## src/sv/arpc_pkg.sv

```systemverilog
`default_nettype none
package arpc_pkg;

    localparam int ENTRIES_DEF = 16;

    localparam logic [15:0] VALIDITY_RST = 16'd300;

    localparam logic [1:0] OP_ADD    = 2'd0;
    localparam logic [1:0] OP_LOOKUP = 2'd1;
    localparam logic [1:0] OP_TICK   = 2'd2;

    localparam logic STATUS_DONE = 1'b0;
    localparam logic STATUS_FULL = 1'b1;

    typedef struct packed {
        logic [1:0]  op;
        logic [31:0] ip_addr;
        logic [47:0] mac_addr;
    } t_in_beat;

    typedef struct packed {
        logic        status;
        logic        hit;
        logic [47:0] mac_out;
    } t_out_beat;

    // write controls from the sequencer to the table
    typedef struct packed {
        logic entry_we;
        logic timer_we;
        logic clr_valid;
    } t_tbl_ctl;

endpackage
`default_nettype wire

```

## src/sv/arpc_table.sv

```systemverilog
`default_nettype none
module arpc_table #(
    parameter int ENTRIES = arpc_pkg::ENTRIES_DEF
) (
    input  wire                       i_clk,
    input  wire                       i_rst_n,
    input  wire [$clog2(ENTRIES)-1:0] i_rd_addr,
    input  wire [$clog2(ENTRIES)-1:0] i_wr_idx,
    input  wire arpc_pkg::t_tbl_ctl   i_ctl,
    input  wire [31:0]                i_wr_ip,
    input  wire [47:0]                i_wr_mac,
    input  wire [15:0]                i_wr_timer,
    output logic [31:0]               o_rd_ip,
    output logic [47:0]               o_rd_mac,
    output logic [15:0]               o_rd_timer,
    output logic                      o_rd_valid,
    output logic                      o_rd_perm
);

    localparam int IW = $clog2(ENTRIES);

    logic [31:0] r_ip_mem    [ENTRIES];
    logic [47:0] r_mac_mem   [ENTRIES];
    logic [15:0] r_timer_mem [ENTRIES];

    logic [ENTRIES-1:0] r_valid;
    logic [ENTRIES-1:0] r_perm;
    logic               r_bcast;

    logic [31:0] r_rd_ip;
    logic [47:0] r_rd_mac;
    logic        r_rd_bcast;

    always_ff @(posedge i_clk) begin
        if (i_ctl.entry_we) begin
            r_ip_mem[i_wr_idx]  <= i_wr_ip;
            r_mac_mem[i_wr_idx] <= i_wr_mac;
        end
        if (i_ctl.entry_we || i_ctl.timer_we) begin
            r_timer_mem[i_wr_idx] <= i_wr_timer;
        end
        r_rd_ip    <= r_ip_mem[i_rd_addr];
        r_rd_mac   <= r_mac_mem[i_rd_addr];
        o_rd_timer <= r_timer_mem[i_rd_addr];
    end

    // slot 0 reads as the broadcast entry until an add rewrites it
    always_ff @(posedge i_clk) begin
        if (!i_rst_n) begin
            r_valid    <= {{(ENTRIES-1){1'b0}}, 1'b1};
            r_perm     <= {{(ENTRIES-1){1'b0}}, 1'b1};
            r_bcast    <= 1'b1;
            r_rd_bcast <= 1'b0;
            o_rd_valid <= 1'b0;
            o_rd_perm  <= 1'b0;
        end else begin
            if (i_ctl.entry_we) begin
                r_valid[i_wr_idx] <= 1'b1;
                r_perm[i_wr_idx]  <= 1'b0;
                if (i_wr_idx == IW'(0)) begin
                    r_bcast <= 1'b0;
                end
            end else if (i_ctl.clr_valid) begin
                r_valid[i_wr_idx] <= 1'b0;
            end
            r_rd_bcast <= r_bcast && (i_rd_addr == IW'(0));
            o_rd_valid <= r_valid[i_rd_addr];
            o_rd_perm  <= r_perm[i_rd_addr];
        end
    end

    assign o_rd_ip  = r_rd_bcast ? '1 : r_rd_ip;
    assign o_rd_mac = r_rd_bcast ? '1 : r_rd_mac;

endmodule
`default_nettype wire

```

## src/sv/arpc_seq.sv

```systemverilog
`default_nettype none
module arpc_seq #(
    parameter int ENTRIES = arpc_pkg::ENTRIES_DEF
) (
    input  wire                        i_clk,
    input  wire                        i_rst_n,
    input  wire                        i_start,
    input  wire arpc_pkg::t_in_beat    i_item,
    input  wire [15:0]                 i_validity,
    input  wire                        i_out_free,
    output logic                       o_idle,
    output logic                       o_res_valid,
    output arpc_pkg::t_out_beat        o_res,
    output logic [$clog2(ENTRIES)-1:0] o_rd_addr,
    output logic [$clog2(ENTRIES)-1:0] o_wr_idx,
    output arpc_pkg::t_tbl_ctl         o_ctl,
    output logic [31:0]                o_wr_ip,
    output logic [47:0]                o_wr_mac,
    output logic [15:0]                o_wr_timer,
    input  wire [31:0]                 i_rd_ip,
    input  wire [47:0]                 i_rd_mac,
    input  wire [15:0]                 i_rd_timer,
    input  wire                        i_rd_valid,
    input  wire                        i_rd_perm
);

    localparam int IW = $clog2(ENTRIES);
    localparam int CW = $clog2(ENTRIES + 1);

    typedef enum logic [1:0] {
        S_IDLE,
        S_SCAN,
        S_DONE
    } t_state;

    t_state      r_state;
    logic [1:0]  r_op;
    logic [31:0] r_ip;
    logic [47:0] r_mac;
    logic [CW-1:0] r_rd_cnt;
    logic        r_chk_vld;
    logic [IW-1:0] r_chk_idx;
    logic        r_hit;
    logic [IW-1:0] r_hit_idx;
    logic [47:0] r_hit_mac;
    logic        r_free;
    logic [IW-1:0] r_free_idx;

    logic        match;
    logic        aging;
    logic [15:0] timer_dec;
    logic        do_finish;
    logic        add_ok;

    // shared compare and decrement unit, one slot per cycle
    assign match     = r_chk_vld && i_rd_valid && (i_rd_ip == r_ip);
    assign aging     = r_chk_vld && (r_op == arpc_pkg::OP_TICK) && i_rd_valid && !i_rd_perm;
    assign timer_dec = (i_rd_timer == 16'd0) ? 16'd0 : i_rd_timer - 16'd1;

    assign do_finish = (r_state == S_DONE) && i_out_free;
    assign add_ok    = r_hit || r_free;
    assign o_idle    = (r_state == S_IDLE);
    assign o_rd_addr = r_rd_cnt[IW-1:0];

    always_comb begin
        o_ctl      = '0;
        o_wr_idx   = r_chk_idx;
        o_wr_ip    = r_ip;
        o_wr_mac   = r_mac;
        o_wr_timer = timer_dec;
        if (aging) begin
            o_ctl.timer_we  = 1'b1;
            o_ctl.clr_valid = (timer_dec == 16'd0);
        end
        if (do_finish && (r_op == arpc_pkg::OP_ADD) && add_ok) begin
            o_ctl.entry_we = 1'b1;
            o_wr_idx       = r_hit ? r_hit_idx : r_free_idx;
            o_wr_timer     = i_validity;
        end
    end

    always_comb begin
        o_res_valid = do_finish;
        o_res       = '0;
        o_res.status = arpc_pkg::STATUS_DONE;
        case (r_op)
            arpc_pkg::OP_ADD: begin
                o_res.status = add_ok ? arpc_pkg::STATUS_DONE : arpc_pkg::STATUS_FULL;
            end
            arpc_pkg::OP_LOOKUP: begin
                o_res.hit     = r_hit;
                o_res.mac_out = r_hit ? r_hit_mac : 48'd0;
            end
            default: begin
                o_res.hit = 1'b0;
            end
        endcase
    end

    always_ff @(posedge i_clk) begin
        if (!i_rst_n) begin
            r_state   <= S_IDLE;
            r_chk_vld <= 1'b0;
            r_hit     <= 1'b0;
            r_free    <= 1'b0;
            r_rd_cnt  <= '0;
        end else begin
            case (r_state)
                S_IDLE: begin
                    if (i_start) begin
                        r_op      <= i_item.op;
                        r_ip      <= i_item.ip_addr;
                        r_mac     <= i_item.mac_addr;
                        r_rd_cnt  <= '0;
                        r_chk_vld <= 1'b0;
                        r_hit     <= 1'b0;
                        r_free    <= 1'b0;
                        r_state   <= S_SCAN;
                    end
                end
                S_SCAN: begin
                    if (r_rd_cnt == CW'(ENTRIES)) begin
                        r_chk_vld <= 1'b0;
                        r_state   <= S_DONE;
                    end else begin
                        r_chk_vld <= 1'b1;
                        r_chk_idx <= r_rd_cnt[IW-1:0];
                        r_rd_cnt  <= r_rd_cnt + CW'(1);
                    end
                    // lowest matching slot and lowest free slot
                    if (match && !r_hit) begin
                        r_hit     <= 1'b1;
                        r_hit_idx <= r_chk_idx;
                        r_hit_mac <= i_rd_mac;
                    end
                    if (r_chk_vld && !i_rd_valid && !r_free) begin
                        r_free     <= 1'b1;
                        r_free_idx <= r_chk_idx;
                    end
                end
                S_DONE: begin
                    if (i_out_free) begin
                        r_state <= S_IDLE;
                    end
                end
                default: begin
                    r_state <= S_IDLE;
                end
            endcase
        end
    end

endmodule
`default_nettype wire

```

## src/sv/arp_cache_with_aging_top.sv

```systemverilog
// an input beat is taken only while the sequencer is idle; it then scans the table,
//   one slot a cycle through the single read port and the shared compare unit,
//   and the result goes to the output register o_out_valid / o_out once the
//   output is free; the next beat is taken only after that
// reset: synchronous, active low; slot 0 holds the permanent broadcast entry,
//   all other slots free, r_validity back to 300; no clearing pass
`default_nettype none
module arp_cache_with_aging_top #(
    parameter int ENTRIES = arpc_pkg::ENTRIES_DEF
) (
    input  wire                  i_clk,
    input  wire                  i_rst_n,
    input  wire                  i_in_valid,
    output logic                 o_in_ready,
    input  wire arpc_pkg::t_in_beat i_in,
    output logic                 o_out_valid,
    input  wire                  i_out_ready,
    output arpc_pkg::t_out_beat  o_out,
    input  wire                  i_cfg_we,
    input  wire [15:0]           i_cfg_wdata
);

    localparam int IW = $clog2(ENTRIES);

    logic [15:0]          r_validity;
    logic                 r_out_vld;
    arpc_pkg::t_out_beat  r_out;

    logic                 seq_idle;
    logic                 res_valid;
    arpc_pkg::t_out_beat  res;
    logic [IW-1:0]        rd_addr;
    logic [IW-1:0]        wr_idx;
    arpc_pkg::t_tbl_ctl   ctl;
    logic [31:0]          wr_ip;
    logic [47:0]          wr_mac;
    logic [15:0]          wr_timer;
    logic [31:0]          rd_ip;
    logic [47:0]          rd_mac;
    logic [15:0]          rd_timer;
    logic                 rd_valid;
    logic                 rd_perm;
    logic                 out_free;

    assign o_in_ready  = seq_idle;
    assign out_free    = !r_out_vld || i_out_ready;
    assign o_out_valid = r_out_vld;
    assign o_out       = r_out;

    always_ff @(posedge i_clk) begin
        if (!i_rst_n) begin
            r_validity <= arpc_pkg::VALIDITY_RST;
            r_out_vld  <= 1'b0;
        end else begin
            if (i_cfg_we) begin
                r_validity <= i_cfg_wdata;
            end
            if (res_valid) begin
                r_out_vld <= 1'b1;
            end else if (i_out_ready) begin
                r_out_vld <= 1'b0;
            end
        end
    end

    always_ff @(posedge i_clk) begin
        if (res_valid) begin
            r_out <= res;
        end
    end

    arpc_seq #(
        .ENTRIES(ENTRIES)
    ) u_seq (
        .i_clk       (i_clk),
        .i_rst_n     (i_rst_n),
        .i_start     (i_in_valid && seq_idle),
        .i_item      (i_in),
        .i_validity  (r_validity),
        .i_out_free  (out_free),
        .o_idle      (seq_idle),
        .o_res_valid (res_valid),
        .o_res       (res),
        .o_rd_addr   (rd_addr),
        .o_wr_idx    (wr_idx),
        .o_ctl       (ctl),
        .o_wr_ip     (wr_ip),
        .o_wr_mac    (wr_mac),
        .o_wr_timer  (wr_timer),
        .i_rd_ip     (rd_ip),
        .i_rd_mac    (rd_mac),
        .i_rd_timer  (rd_timer),
        .i_rd_valid  (rd_valid),
        .i_rd_perm   (rd_perm)
    );

    arpc_table #(
        .ENTRIES(ENTRIES)
    ) u_table (
        .i_clk      (i_clk),
        .i_rst_n    (i_rst_n),
        .i_rd_addr  (rd_addr),
        .i_wr_idx   (wr_idx),
        .i_ctl      (ctl),
        .i_wr_ip    (wr_ip),
        .i_wr_mac   (wr_mac),
        .i_wr_timer (wr_timer),
        .o_rd_ip    (rd_ip),
        .o_rd_mac   (rd_mac),
        .o_rd_timer (rd_timer),
        .o_rd_valid (rd_valid),
        .o_rd_perm  (rd_perm)
    );

endmodule
`default_nettype wire

```

## config.mk

```make
export PLATFORM = sky130hd
export DESIGN_NAME = arp_cache_with_aging_top
export DESIGN_NICKNAME = d
export VERILOG_FILES = /design/src/sv/arpc_pkg.sv /design/src/sv/arpc_table.sv /design/src/sv/arpc_seq.sv /design/src/sv/arp_cache_with_aging_top.sv
export SDC_FILE = /design/constraint.sdc
export NUM_CORES = 2
export LEC_CHECK = 0
export ABC_AREA = 1
export BUFFER_PORTS_ARGS = -buffer_cell sky130_fd_sc_hd__buf_4
export CORE_MARGIN = 5
export CORE_UTILIZATION = 56
export DETAILED_ROUTE_END_ITERATION = 8
export PLACE_DENSITY = 0.86
export SETUP_SLACK_MARGIN = 0.5
export SYNTH_ARGS = -nofsm -noshare
export SYNTH_HDL_FRONTEND = slang
export SYNTH_HIERARCHICAL = 1
export SYNTH_SLANG_ARGS = --single-unit
```

## constraint.sdc

```tcl
create_clock -name i_clk -period 9.47 [get_ports i_clk]
set_input_delay 0.4735 -clock i_clk [delete_from_list [all_inputs] [get_ports i_clk]]
set_output_delay 0.4735 -clock i_clk [all_outputs]
set_load 0.005 [all_outputs]
```

* Word-level counts from Yosys, hierarchy flattened *
Memory sizes are Yosys's and may differ from the RTL's. A register that Yosys moved wholly into a read port is not among the register bits.
Index checks and enable logic that the tools add are counted.
Widths: inputs -> output; s select.

storage, ports and cells
  bits in writable memories = 1536
  memories kept = 3
  output and inout port bits = 52
  flip-flop bits (word level) = 255

memories
  memory               depth  width  rd ports  clocked after Yosys merged registers in  write ports  RTL line          RTL
  u_table.r_mac_mem    16     48     1         1                                        1            arpc_table.sv:23  logic [47:0] r_mac_mem [ENTRIES];
  u_table.r_ip_mem     16     32     1         1                                        1            arpc_table.sv:22  logic [31:0] r_ip_mem [ENTRIES];
  u_table.r_timer_mem  16     16     1         1                                        1            arpc_table.sv:24  logic [15:0] r_timer_mem [ENTRIES];

operators by class
  equality and inequality tests = 12
  bitwise operators = 5
  reductions and logical operators = 42
  multiplexer cells = 36
  magnitude comparators = 3
  add/subtract/negate cells = 2

operator list
  cell                   count
  $mux 16                4
  $and 16x16->16         2
  $eq 32x32->1           1
  $logic_not 16->1       2
  $mux 32                1
  $reduce_and 3->1       8
  $not 16->16            1
  $or 16x16->16          1
  $sub 16x1->16 const B  1
  $mux 1                 15
  $logic_and 1x1->1      14
  $lt 4x5->1 const B     2
  $mux 5                 2
  $ne 2x1->1 const B     5
  $pmux 5 s2             1
  $bmux 1 s4             2
  $logic_not 4->1        2
  $mux 2                 4
  $mux 4                 2
  $pmux 1 s2             3
  $pmux 2 s3             1
  $reduce_and 2->1       3
  $reduce_bool 2->1      3
  $add 5x1->5 const B    1
  10 further kinds       19

* Depth between registers and ports, before layout *
  depth in word-level cells = 14
  gate-level depth with buffers = 15
  mapped depth without buffers = 15

* Hierarchy *
The synthesis kept the hierarchy.

modules (own cells, without submodules)
  module                    instances  area each (um^2)  sequential area each (um^2)  cells an instance
  arpc_table                1          65256.3           48766.8                      5491
  arpc_seq                  1          6382.4            4464.3                       559
  arp_cache_with_aging_top  1          2103.3            1841.8                       126

* Worst setup path before layout *
OpenSTA, ideal clock, no wires.

  kind = input port to flip-flop
  start = input port i_out_ready
  end = register u_table.r_bcast
  library setup time = 0.126 ns
  data arrival time = 9.500 ns
  setup slack = -0.156 ns
  path buffers = 1
  cell stages on the path = 13
  path through = inv_1 > nand2_1 > nor3b_1 > nand2_1 > inv_1 > buf_2 > a31oi_1 > nor2_1 > nand2_1 > nor2_1 > inv_1 > nand2_1 > nand2_1

RTL lines
  element               RTL line                        RTL
  start, declared       arp_cache_with_aging_top.sv:17  input wire i_out_ready,
  end signal, assigned  arpc_table.sv:52                r_bcast <= 1'b1;
  end signal, assigned  arpc_table.sv:61                r_bcast <= 1'b0;
  end, declared         arpc_table.sv:28                logic r_bcast;

==> summary.md <==
| Metric | Value |
|---|---|
| Pre-CTS WS | `4.50 ns` |
| EDFF count, synth | `1728` |
| Final hold violation count | `0` |
| DRC | `2` |
| CP Capture Type | `register` |
| Final wirelength | `192 mm` |
| Int Pwr | `13.6 mW` |
| Ys Warns | `6` |
| Final min period | `4.82 ns` |
| Share of the synthesized area in the top cell type | `0.704` |
| Row count | `133` |
| Worst reg2reg path depth | `9` |
| Die Y | `373 microns` |
| Hold Path Depth | `3` |
| Largest net degree at the start of global routing | `259` |
| Initial Util | `0.562` |
| Synth Net Count | `6282` |
| Final WS setup | `4.65 ns` |
| Routed WL per cell | `23.2 microns` |
| Most used cell, CP | `nand2_1` |
| Reg2reg start | `u_seq/r_rd_cnt[1]` |
| Die span in x | `373 microns` |
| Clock skew | `0.0532 ns` |
| Yosys reg bits | `1887` |
| Layout cells sized above 1 | `0.0920` |
| Clock Root Buffer | `clkbuf_16` |
| Mean Syn Cell Area | `11.9 sq um` |
| Fill cells | `8770` |
| Main flop type after synthesis | `edfxtp_1` |
| Register share of total power | `0.525` |
| Core Box Area | `0.131 sq mm` |
| Vias in the first global route | `49500` |
| Startpoint class of the critical path | `register` |
| Comb pwr share | `0.085` |
| Skew-Pair Late Insertion Delay | `0.83 ns` |
| Worst-path clk slew | `0.06 ns` |
| Cell with the most instances after synthesis | `edfxtp_1` |
| Vias per cell | `6.04` |
| RSZ-0062 raised after global routing | `no` |
| Sequential share of the synthesized area | `0.747` |
| Crit-path cells | `inv_8 > nor2_4 > buf_4 > buf_4 > nand2_1 > a21oi_1 > nor2_1 > nand2_1 > nand2_1` |
| Hold crit path type | `primary input to register` |
| Pwr/cell area | `217 mW/mm^2` |
| Longest Clk Path Bufs | `3` |
| Nets | `6461` |
| Antenna-violating nets left | `0` |
| Failing checks | `DRC` |
| Reg-to-Reg End | `u_table/r_rd_ip[20]` |
| Min-Delay Endpoint | `r_validity[11]` |
| Total CTS buffers | `181` |
| H-tree Lvls | `4` |
| Pleak | `29.0 nW` |
| Slew Viols, Final | `0` |
| Via count | `49900` |
| Critical path peak fanout | `88` |
| Post-synthesis cell count | `6176` |
| Die ar. | `0.139 sq mm` |
| Hold Crit Start | `i_cfg_we` |
| WP data arrival | `5.52 ns` |
| Status | `complete, but fails checks` |
| Clock power frac | `0.390` |
| Slowest-stage cell, CP | `nor2_4` |
| Initial DRC count | `8580` |
| Critical path data required time | `10.17 ns` |
| Psw | `4.37 mW` |
| R2R setup slack | `4.65 ns` |
| Top cell type by total area after synthesis | `edfxtp_1` |
| Maxcap violations | `0` |
| Synthesized area | `0.0737 sq mm` |
| Relative slew slack | `0.118` |
| DP Wirelength | `96.6 mm` |
| Worst vdd ir | `0.196 mV` |
| Post-synth top cells | `1728 x edfxtp_1, 1429 x nand2_1, 1103 x nor2_1` |
| Setup bufs post-CTS | `0` |
| Post-synthesis cell type count | `37` |
| FMAX | `207 MHz` |
| Largest cells by area after synthesis | `edfxtp_1 70%, nand2_1 7.3%, nor2_1 5.6%, dfxtp_1 4.3%, nand3_1 3.1%` |
| Initial antenna violation count | `4` |
| Period utilisation layout | `0.509` |
| Critical path class | `register to register` |
| First-pass GRT wire length | `285 mm` |
| I/O pins | `155` |
| Total grt overflow | `0` |
| CTS tree | `done` |
| Setup violators final | `0` |
| First-pass iteration count of the detailed router | `9` |
| CTS Sinks | `1887` |
| Slew @ Worst Pin | `1.31 ns` |
| GR Util All Layers | `0.266` |
| Port bufs | `154` |
| Layout area overhead | `12.1%` |
| Synth async-reset ratio | `0` |
| Setup TNS Final | `0 ns` |
| Crit-path max cell delay | `1.13 ns` |
| Switch share | `0.243` |
| GP Congestion | `0.871` |
per-stage QoR:
step                std cells  cell area (sq um)  hold slack, ns  power [mW]  utilization
floorplan                6176              73700           0.419        10.6            -
detailed placement       7826              75900           0.434        11.0        0.579
finish                   8270              82700          0.0502        18.0        0.631
CTS                      8268              82700         0.00149        17.9        0.631
global route             8268              82700          0.0415        18.5        0.631
global placement         7826              75900           0.432        10.9        0.579
layout make-up:
type,instances,area (sq um),area share
sequential,1887,55100,0.666
clock buffer,258,4970,0.0601
timing repair buffer,331,2780,0.0336
tap,1755,2200,0.0266
inverter,164,671,0.00811
antenna,2,5.00,0.0000605
clock inverter,83,820,0.00991
multi-input combinational,3790,16200,0.196
per-layer routing:
layer	wire [microns]	vias up	GRT usage
li1	-	21500	-
met1	66000	23800	0.347
met2	91700	3923	0.432
met3	26400	642	0.0649
met4	7820	4	0.111
met5	27	-	0
worst max-delay path, delay by kind of cell, from the launching register on:
kind	cells	cell delay (ns)
DFF	1	0.89
AOI/OAI and AO/OA	1	0.22
and+or+nand+nor	5	1.49
buffers and inverters	3	1.98
registers in the layout, summed over array words and instances (netlist names), 2 cells and up, named ones only:
signal / cells
u_table/r_mac_mem: 768
u_table/r_ip_mem: 512
u_table/r_timer_mem: 256
o_out: 50
u_seq/o_wr_mac: 48
u_seq/r_hit_mac: 48
u_table/r_rd_mac: 48
u_seq/o_wr_ip: 32
u_table/r_rd_ip: 32
r_validity: 16
u_table/o_rd_timer: 16
u_table/r_perm: 16
u_seq/r_rd_cnt: 5
u_seq/r_chk_idx: 4
u_seq/r_free_idx: 4
u_seq/r_hit_idx: 4
u_seq/r_op: 2
u_seq/r_state: 2
placed cells by master (no fill, tap or decap), drive strengths merged:
cell            n
edfxtp       1728
nand2        1431
nor2         1109
nand3         460
o21ai         431
clkbuf        258
buf           230
a21oi         212
inv           169
dfxtp         159
dlygate4sd3   101
or2            81
clkinv         66
xnor2          16
xor2           12
nor3            9
bufinv          7
clkinvlp        5
a31oi           5
nand4           4
ha              3
diode           2
o21bai          2
nand3b          2
o31ai           2
a31o            2
o22ai           2
a211oi          2
nor3b           1
and2            1
a22o            1
o21a            1
a21boi          1
repair_timing:
action,CTS,global route
hold buffers,101,0
endpoints found under the hold margin,99,0
resized for setup,0,0
power groups by stage:
stage	combinational [mW]	sequential (mW)	clock, mW
after detailed placement	1.41	9.58	0
final	1.53	9.42	7.01
after global placement	1.34	9.58	0
after global routing	1.65	9.42	7.43
after floorplan	1.07	9.48	0
after CTS	1.48	9.41	7.04
worst max-delay path by stage:
stage	to	startpoint
floorplan	u_table/r_bcast	i_out_ready
global placement	u_table/r_perm[0]	i_out_ready
detailed placement	u_table/r_perm[0]	i_out_ready
CTS	u_table/r_perm[0]	o_out_valid
global route	u_table/r_perm[0]	i_out_ready
finish	u_table/r_rd_ip[20]	u_seq/r_rd_cnt[1]
cells by family after synthesis:
family / count (synthesis) / synth area share
simple gates: 3098 / 0.169
flops: 1887 / 0.747
compound gates: 661 / 0.0454
buf+inv: 499 / 0.0345
xor+xnor: 28 / 0.00333
fa+ha+maj: 3 / 0.000509
No activity file was read; power rests on OpenSTA's default activity.
